**config.mk**
```make
export PLATFORM = sky130hd
export DESIGN_NAME = positional_list_insert_delete_top
export DESIGN_NICKNAME = d
export VERILOG_FILES = /design/src/rtl/core/pli_pkg.sv /design/src/rtl/core/pli_ctrl.sv /design/src/rtl/core/pli_datapath.sv /design/src/rtl/core/positional_list_insert_delete_top.sv
export SDC_FILE = /design/constraint.sdc
export NUM_CORES = 1
export LEC_CHECK = 0
export ABC_AREA = 1
export BUFFER_PORTS_ARGS = -buffer_cell sky130_fd_sc_hd__buf_4
export CORE_ASPECT_RATIO = 0.7
export CORE_MARGIN = 2
export CORE_UTILIZATION = 40
export CTS_CLUSTER_DIAMETER = 30
export DETAILED_ROUTE_END_ITERATION = 6
export GPL_TIMING_DRIVEN = 0
export SYNTH_ARGS = -nofsm -noshare
export SYNTH_HDL_FRONTEND = slang
export SYNTH_HIERARCHICAL = 1
export SYNTH_SLANG_ARGS = --single-unit
```
**constraint.sdc**
```tcl
create_clock -name aclk -period 9.4 [get_ports aclk]
set_clock_uncertainty 0.05 [all_clocks]
set_input_delay 0.47 -clock aclk [delete_from_list [all_inputs] [get_ports aclk]]
set_output_delay 0.47 -clock aclk [all_outputs]
set_load 0.02 [all_outputs]
```
**src/rtl/core/pli_pkg.sv**
```systemverilog
// Shared types, codes and defaults for the positional list block.
package pli_pkg;

    localparam int CAPACITY_DEF   = 16;
    localparam int DATA_WIDTH_DEF = 32;

    localparam int POS_W    = 5;
    localparam int VALUE_W  = 32;
    localparam int STATUS_W = 2;
    localparam int LENGTH_W = 5;

    localparam logic CMD_INSERT = 1'b0;
    localparam logic CMD_DELETE = 1'b1;

    typedef enum logic [STATUS_W-1:0] {
        ST_OK    = 2'd0,
        ST_RANGE = 2'd1,
        ST_EMPTY = 2'd2,
        ST_FULL  = 2'd3
    } status_t;

    typedef enum logic [2:0] {
        S_IDLE = 3'b001,
        S_EXEC = 3'b010,
        S_RESP = 3'b100
    } state_t;

    // controller to datapath
    typedef struct packed {
        logic load_req;
        logic exec;
    } ctrl_cmd_t;

endpackage

```
**src/rtl/core/pli_ctrl.sv**
```systemverilog
// Controller state machine: request capture, execute step and result hand-off.
module pli_ctrl
    import pli_pkg::*;
(
    input  logic      aclk,
    input  logic      aresetn,
    input  logic      s_valid,
    output logic      s_ready,
    output logic      m_valid,
    input  logic      m_ready,
    output ctrl_cmd_t cmd
);

    state_t state_reg, state_next;

    assign s_ready      = (state_reg == S_IDLE) || ((state_reg == S_RESP) && m_ready);
    assign m_valid      = (state_reg == S_RESP);
    assign cmd.load_req = s_valid && s_ready;
    assign cmd.exec     = (state_reg == S_EXEC);

    always_comb begin
        state_next = state_reg;
        case (state_reg)
            S_IDLE: begin
                if (s_valid) state_next = S_EXEC;
            end
            S_EXEC: begin
                state_next = S_RESP;
            end
            S_RESP: begin
                // a new request may be taken in the cycle the result leaves
                if (m_ready) state_next = s_valid ? S_EXEC : S_IDLE;
            end
            default: begin
                state_next = S_IDLE;
            end
        endcase
    end

    always_ff @(posedge aclk) begin
        if (!aresetn) state_reg <= S_IDLE;
        else          state_reg <= state_next;
    end

endmodule

```
**src/rtl/core/pli_datapath.sv**
```systemverilog
// Datapath: row of shift cells, element count, request and result registers.
module pli_datapath
    import pli_pkg::*;
#(
    parameter int CAPACITY   = CAPACITY_DEF,
    parameter int DATA_WIDTH = DATA_WIDTH_DEF
)(
    input  logic                aclk,
    input  logic                aresetn,
    input  ctrl_cmd_t           cmd,
    input  logic                s_cmd,
    input  logic [POS_W-1:0]    s_position,
    input  logic [VALUE_W-1:0]  s_value,
    output logic [STATUS_W-1:0] m_status,
    output logic [VALUE_W-1:0]  m_removed_value,
    output logic [LENGTH_W-1:0] m_length,
    output logic                m_empty_res
);

    localparam int NW = $clog2(CAPACITY + 1);
    localparam int IW = $clog2(CAPACITY);
    // compare width: holds position, count and count + 1
    localparam int CW = (NW > POS_W) ? NW + 1 : POS_W + 1;

    logic                  op_reg;
    logic [POS_W-1:0]      pos_reg;
    logic [DATA_WIDTH-1:0] val_reg;

    logic [DATA_WIDTH-1:0] cell_reg  [CAPACITY];
    logic [DATA_WIDTH-1:0] cell_next [CAPACITY];
    logic [NW-1:0]         count_reg, count_next;

    status_t               status_reg, status_next;
    logic [VALUE_W-1:0]    removed_reg, removed_next;

    logic [CW-1:0] pos_w, cnt_w, p0;
    logic [63:0]   val_ext, rem_ext;
    logic          ins_ok, del_ok;

    assign val_ext = 64'(s_value);
    assign pos_w   = CW'(pos_reg);
    assign cnt_w   = CW'(count_reg);
    assign p0      = pos_w - CW'(1);
    assign rem_ext = 64'(cell_reg[p0[IW-1:0]]);

    always_comb begin
        status_next  = ST_OK;
        removed_next = '0;
        count_next   = count_reg;
        ins_ok       = 1'b0;
        del_ok       = 1'b0;
        if (op_reg == CMD_INSERT) begin
            if (cnt_w >= CW'(CAPACITY))                    status_next = ST_FULL;
            else if (pos_w == '0 || pos_w > cnt_w + CW'(1)) status_next = ST_RANGE;
            else begin
                ins_ok     = 1'b1;
                count_next = count_reg + NW'(1);
            end
        end else begin
            if (count_reg == '0)                     status_next = ST_EMPTY;
            else if (pos_w == '0 || pos_w > cnt_w)   status_next = ST_RANGE;
            else begin
                del_ok       = 1'b1;
                removed_next = rem_ext[VALUE_W-1:0];
                count_next   = count_reg - NW'(1);
            end
        end
    end

    // each cell takes its neighbour, the new value, or holds
    always_comb begin
        for (int i = 0; i < CAPACITY; i++) begin
            cell_next[i] = cell_reg[i];
            if (ins_ok) begin
                if (CW'(i) == p0)                 cell_next[i] = val_reg;
                else if (CW'(i) > p0 && i > 0)    cell_next[i] = cell_reg[(i > 0) ? i - 1 : 0];
            end else if (del_ok) begin
                if (CW'(i) >= p0 && i < CAPACITY - 1)
                    cell_next[i] = cell_reg[(i < CAPACITY - 1) ? i + 1 : i];
            end
        end
    end

    always_ff @(posedge aclk) begin
        if (cmd.load_req) begin
            op_reg  <= s_cmd;
            pos_reg <= s_position;
            val_reg <= val_ext[DATA_WIDTH-1:0];
        end
        if (cmd.exec) begin
            status_reg  <= status_next;
            removed_reg <= removed_next;
            for (int i = 0; i < CAPACITY; i++) cell_reg[i] <= cell_next[i];
        end
    end

    always_ff @(posedge aclk) begin
        if (!aresetn)      count_reg <= '0;
        else if (cmd.exec) count_reg <= count_next;
    end

    assign m_status        = status_reg;
    assign m_removed_value = removed_reg;
    assign m_length        = LENGTH_W'(count_reg);
    assign m_empty_res     = (count_reg == '0);

endmodule

```
**src/rtl/core/positional_list_insert_delete_top.sv**
```systemverilog
// Top level of the positional list: controller and datapath.
//
// Keeps an ordered list of up to CAPACITY values. Each request on the s_
// channel is an insert (s_cmd 0) of s_value at 1-based s_position, or a
// delete (s_cmd 1) of the element at s_position. Each request gives exactly
// one result on the m_ channel: status, removed value, new length and an
// empty flag.
// After the edge that accepts a request the controller passes through its execute
// state, where the list is updated, and then raises m_valid in its result state.
// The next request is taken in the same cycle the previous result is taken, so a
// new request can be accepted as a result leaves but not while one executes. The
// shift of all cells happens in the execute state, so the request rate is set
// by the capture/execute/result sequence of the controller.
// Reset (aresetn low, synchronous) empties the list and clears the
// controller; stored values are not cleared and are never visible.
// If the receiver stalls, the result is held on m_ with m_valid high and no
// further request is executed until it is taken.
module positional_list_insert_delete_top
    import pli_pkg::*;
#(
    parameter int CAPACITY   = CAPACITY_DEF,
    parameter int DATA_WIDTH = DATA_WIDTH_DEF
)(
    input  logic                aclk,
    input  logic                aresetn,
    input  logic                s_valid,
    output logic                s_ready,
    input  logic                s_cmd,
    input  logic [POS_W-1:0]    s_position,
    input  logic [VALUE_W-1:0]  s_value,
    output logic                m_valid,
    input  logic                m_ready,
    output logic [STATUS_W-1:0] m_status,
    output logic [VALUE_W-1:0]  m_removed_value,
    output logic [LENGTH_W-1:0] m_length,
    output logic                m_empty_res
);

    ctrl_cmd_t cmd;

    pli_ctrl u_ctrl (
        .aclk    (aclk),
        .aresetn (aresetn),
        .s_valid (s_valid),
        .s_ready (s_ready),
        .m_valid (m_valid),
        .m_ready (m_ready),
        .cmd     (cmd)
    );

    pli_datapath #(
        .CAPACITY   (CAPACITY),
        .DATA_WIDTH (DATA_WIDTH)
    ) u_datapath (
        .aclk            (aclk),
        .aresetn         (aresetn),
        .cmd             (cmd),
        .s_cmd           (s_cmd),
        .s_position      (s_position),
        .s_value         (s_value),
        .m_status        (m_status),
        .m_removed_value (m_removed_value),
        .m_length        (m_length),
        .m_empty_res     (m_empty_res)
    );

endmodule

```
==> load_flow_metrics.sql <==
INSERT INTO impl_metrics (metric_group, metric, value, unit) VALUES
('setup_path', 'critPathSlowestCell', 'sky130_fd_sc_hd__clkbuf_1', ''),
('route', 'route.detailed.vias_per_inst', '5.86', ''),
('min_path', 'hp-start', 's_value[26]', ''),
('synth', 'synth-compound-area-share', '0.179', ''),
('run', 'number_of_max_capacitance_violations_reported', '0', ''),
('route', 'per_cell_routed_wire_length', '24.2', 'µm'),
('synth', 'synth.area.mux_share', '0', ''),
('synth', 'synth_cells', '4342', ''),
('setup_path', 'timing.critical_path.to_type', 'flip-flop', ''),
('setup_path', 'arrival', '6.30', 'ns'),
('floorplanning', 'ioPinCount', '84', ''),
('grt', 'overflow', '0', ''),
('grt', 'grt_max_degree', '33', ''),
('sta', 'final_min_period_over_clock_period', '0.632', ''),
('run_status', 'result_of_the_run', 'complete, but fails checks', ''),
('setup_path', 'cpPeakStageDelay', '0.80', 'ns'),
('route', 'drc_violation_count_after_routing', '1', ''),
('route', 'dr.pass1.iters', '7', ''),
('clock_network', 'clk_root_buffer_cell', 'sky130_fd_sc_hd__clkbuf_16', ''),
('route', 'drtIter0Drc', '5743', ''),
('clock_network', 'cts_inserted_buffers', '120', ''),
('setup_path', 'startpoint_type', 'flip-flop', ''),
('synth', 'number_of_warnings_printed_during_yosys_synthesis', '6', ''),
('setup_path', 'rr_worst_depth', '13', ''),
('min_path', 'min_to', 'u_datapath/val_reg[26]', ''),
('setup_path', 'cpMostUsedCell', 'sky130_fd_sc_hd__clkbuf_1', ''),
('synth', 'synth_adder_area_share', '0.00713', ''),
('sta', 'grt_setup_unrepaired', 'no', ''),
('setup_path', 'r2r-start', 'u_datapath/pos_reg[0]', ''),
('synth', 'synth_sequential_area_ratio', '0.514', ''),
('synth', 'syn-cell-area', '34400', 'µm²'),
('route', 'route.antenna.remaining_nets', '0', ''),
('grt', 'antenna_found_initial', '1', ''),
('setup_path', 'cp_max_fo', '12', ''),
('route', 'total_length_of_routed_wires', '141', 'mm'),
('setup_path', 'critPathTopFamily', 'buffers and inverters', ''),
('floorplanning', 'full_die_area', '88400', 'µm²'),
('grt', 'grt_pass1_vias', '31700', ''),
('sta', 'hold_viol_final', '0', ''),
('synth', 'synthDistinctLibCells', '39', ''),
('placed_design', 'routabilityCongestion', '1.00', ''),
('synth', 'synthXorXnorAreaFrac', '0.00178', ''),
('route', 'routed-via-count', '34300', ''),
('sta', 'maxSlewViolCount', '0', ''),
('synth', 'avgSynthCellArea', '7.93', 'µm²'),
('floorplanning', 'die_w', '355', 'µm'),
('power_and_ir_drop', 'power_density', '204', 'nW/µm²'),
('clock_network', 'clk-insertion-delay-late', '0.73', 'ns'),
('sta', 'setup_violations', '0', ''),
('layout', 'area_delta_synth_final', '20.8', '%'),
('setup_path', 'regToRegEndpoint', 'u_datapath/m_removed_value[31]', ''),
('clock_network', 'ctsLongestPathBuffers', '3', ''),
('setup_path', 'crit_type', 'flip-flop to flip-flop', ''),
('clock_network', 'cts_tree', 'built', ''),
('min_path', 'worst_hold_path_type', 'primary input to flip-flop', ''),
('run_status', 'failing_checks', 'DRC', ''),
('sta', 'final.hold.worst_slack', '0.418', 'ns'),
('clock_network', 'cts_htree_levels', '3', ''),
('layout', 'layout-drive-gt1-share', '0.119', ''),
('floorplanning', 'rows', '89', ''),
('sta', 'max_clock_freq', '168', 'MHz'),
('grt', 'gr-usage-all-layers', '0.312', ''),
('synth', 'largest_family_of_logic_cells_by_synthesized_area', 'simple AND/OR/NAND/NOR gates', ''),
('floorplanning', 'fp.dieH', '249', 'µm'),
('layout', 'largest_register_ffs', '512', ''),
('synth', 'synth_nets', '4403', ''),
('synth', 'post_synth_and_or_nand_nor_area_fraction', '0.231', ''),
('min_path', 'timing.hold.worst_path_depth', '2', ''),
('synth', 'synth.ff_latch_count', '592', ''),
('synth', 'postSynth.asyncResetShare', '0', ''),
('setup_path', 'rrSetupSlack', '3.46', 'ns');
## layout by cell type, fill, tap and decap left out, types with 12 or more instances in the layout
master and count:
sky130_fd_sc_hd__clkbuf_16 121, sky130_fd_sc_hd__nand2_1 1862, sky130_fd_sc_hd__clkbuf_1 188, sky130_fd_sc_hd__o21ai_1 109
sky130_fd_sc_hd__clkinvlp_4 17, sky130_fd_sc_hd__buf_6 22, sky130_fd_sc_hd__o211ai_1 35, sky130_fd_sc_hd__buf_4 89
sky130_fd_sc_hd__edfxtp_1 584, sky130_fd_sc_hd__buf_2 126, sky130_fd_sc_hd__inv_6 12, sky130_fd_sc_hd__bufinv_16 16
sky130_fd_sc_hd__nor2_1 110, sky130_fd_sc_hd__clkinv_2 21, sky130_fd_sc_hd__nand2_2 17, sky130_fd_sc_hd__ha_1 18
sky130_fd_sc_hd__o21ai_0 758, sky130_fd_sc_hd__inv_1 189, sky130_fd_sc_hd__nor2_4 12, sky130_fd_sc_hd__o211ai_2 29
sky130_fd_sc_hd__a22oi_1 32, sky130_fd_sc_hd__o22ai_1 32, sky130_fd_sc_hd__clkinv_1 14, sky130_fd_sc_hd__nand3_1 15
sky130_fd_sc_hd__dlygate4sd3_1 42, sky130_fd_sc_hd__a21oi_1 142
## per-stage QoR
stage	power (mW)	cell area (µm²)	cells	setup WS, ns
final	8.48	41600	5854	3.46
after global routing	8.72	41600	5854	3.55
after CTS	8.47	41600	5854	3.84
after detailed placement	4.11	37100	5586	3.85
after global placement	4.08	36500	5562	0.312
after floorplan	3.64	34400	4342	4.30
## Yosys cell counts, types with 32 or more instances
library cell	instances	share of area
sky130_fd_sc_hd__o211ai_1	35	0.0076
sky130_fd_sc_hd__a22oi_1	32	0.0070
sky130_fd_sc_hd__nor2_1	119	0.013
sky130_fd_sc_hd__a21oi_1	146	0.021
sky130_fd_sc_hd__clkbuf_1	179	0.020
sky130_fd_sc_hd__buf_2	126	0.018
sky130_fd_sc_hd__edfxtp_1	584	0.51
sky130_fd_sc_hd__inv_1	191	0.021
sky130_fd_sc_hd__nand2_1	1862	0.20
sky130_fd_sc_hd__o22ai_1	32	0.0058
sky130_fd_sc_hd__o21ai_0	758	0.11
sky130_fd_sc_hd__o21ai_1	109	0.016
## repair_timing
action | 4_1_cts | 5_1_grt
hold endpoints to repair | 46 | 0
hold buffers | 42 | 0
resized for setup | 0 | 0
## power breakdown
part	total, mW	internal, mW	leakage, nW	switching (mW)
Combinational	1.15	0.280	10.3	0.868
Clock	4.35	2.80	1.97	1.55
Sequential	2.99	2.95	5.40	0.0396
Total	8.48	6.02	17.7	2.46
## logic make-up after synthesis
| logic type | Yosys count |
|---|---|
| AO/OA/AOI/OAI | 1143 |
| XOR/XNOR | 7 |
| adder cells (fa/ha/maj) | 19 |
| buffers and inverters | 535 |
| flip-flops | 592 |
| AND/OR/NAND/NOR | 2046 |
## metal layers
metal / vias up / wire length [µm] / global-route usage
met1: 16600 / 61600 / 0.470
met5: - / 0 / 0
met2: 2272 / 56300 / 0.425
met4: 0 / 3620 / 0.0861
met3: 237 / 19800 / 0.0955
li1: 15200 / - / -
## worst max path at each step
stage | slack (ns) | cells past startpoint | from | end
final | 3.46 | 13 | u_datapath/pos_reg[0] | u_datapath/m_removed_value[31]
after global routing | 3.55 | 15 | u_datapath/pos_reg[0] | u_datapath/cell_reg[6][11]
after CTS | 3.84 | 15 | u_datapath/pos_reg[0] | u_datapath/cell_reg[6][1]
after detailed placement | 3.85 | 15 | u_datapath/pos_reg[0] | u_datapath/cell_reg[6][8]
after global placement | 0.31 | 12 | u_datapath/pos_reg[0] | u_datapath/cell_reg[2][9]
after floorplan | 4.30 | 14 | u_datapath/pos_reg[0] | u_datapath/cell_reg[2][0]
## worst reg2reg max path: stages (launching register included)
cell and delay, ns:
sky130_fd_sc_hd__edfxtp_1 0.55, sky130_fd_sc_hd__inv_2 0.11, sky130_fd_sc_hd__buf_4 0.29, sky130_fd_sc_hd__clkbuf_1 0.71, sky130_fd_sc_hd__clkbuf_1 0.81, sky130_fd_sc_hd__ha_1 0.26, sky130_fd_sc_hd__buf_2 0.33, sky130_fd_sc_hd__inv_1 0.34
sky130_fd_sc_hd__nor2_4 0.50, sky130_fd_sc_hd__clkbuf_1 0.68, sky130_fd_sc_hd__a22oi_1 0.21, sky130_fd_sc_hd__nand2_1 0.15, sky130_fd_sc_hd__nand2_1 0.06, sky130_fd_sc_hd__a21oi_1 0.60
## area by class of cell
type | instances | area, µm²
clock inverters | 96 | 1040
fillers | 8370 | 43200
clock buffers | 130 | 3060
flip-flops and latches | 592 | 17700
well taps | 1137 | 1420
multi-input cells | 3215 | 14500
repair buffers | 149 | 1520
inverters | 201 | 759
plain buffers | 334 | 1540
Note: power is estimated with default switching activity, not from simulation.
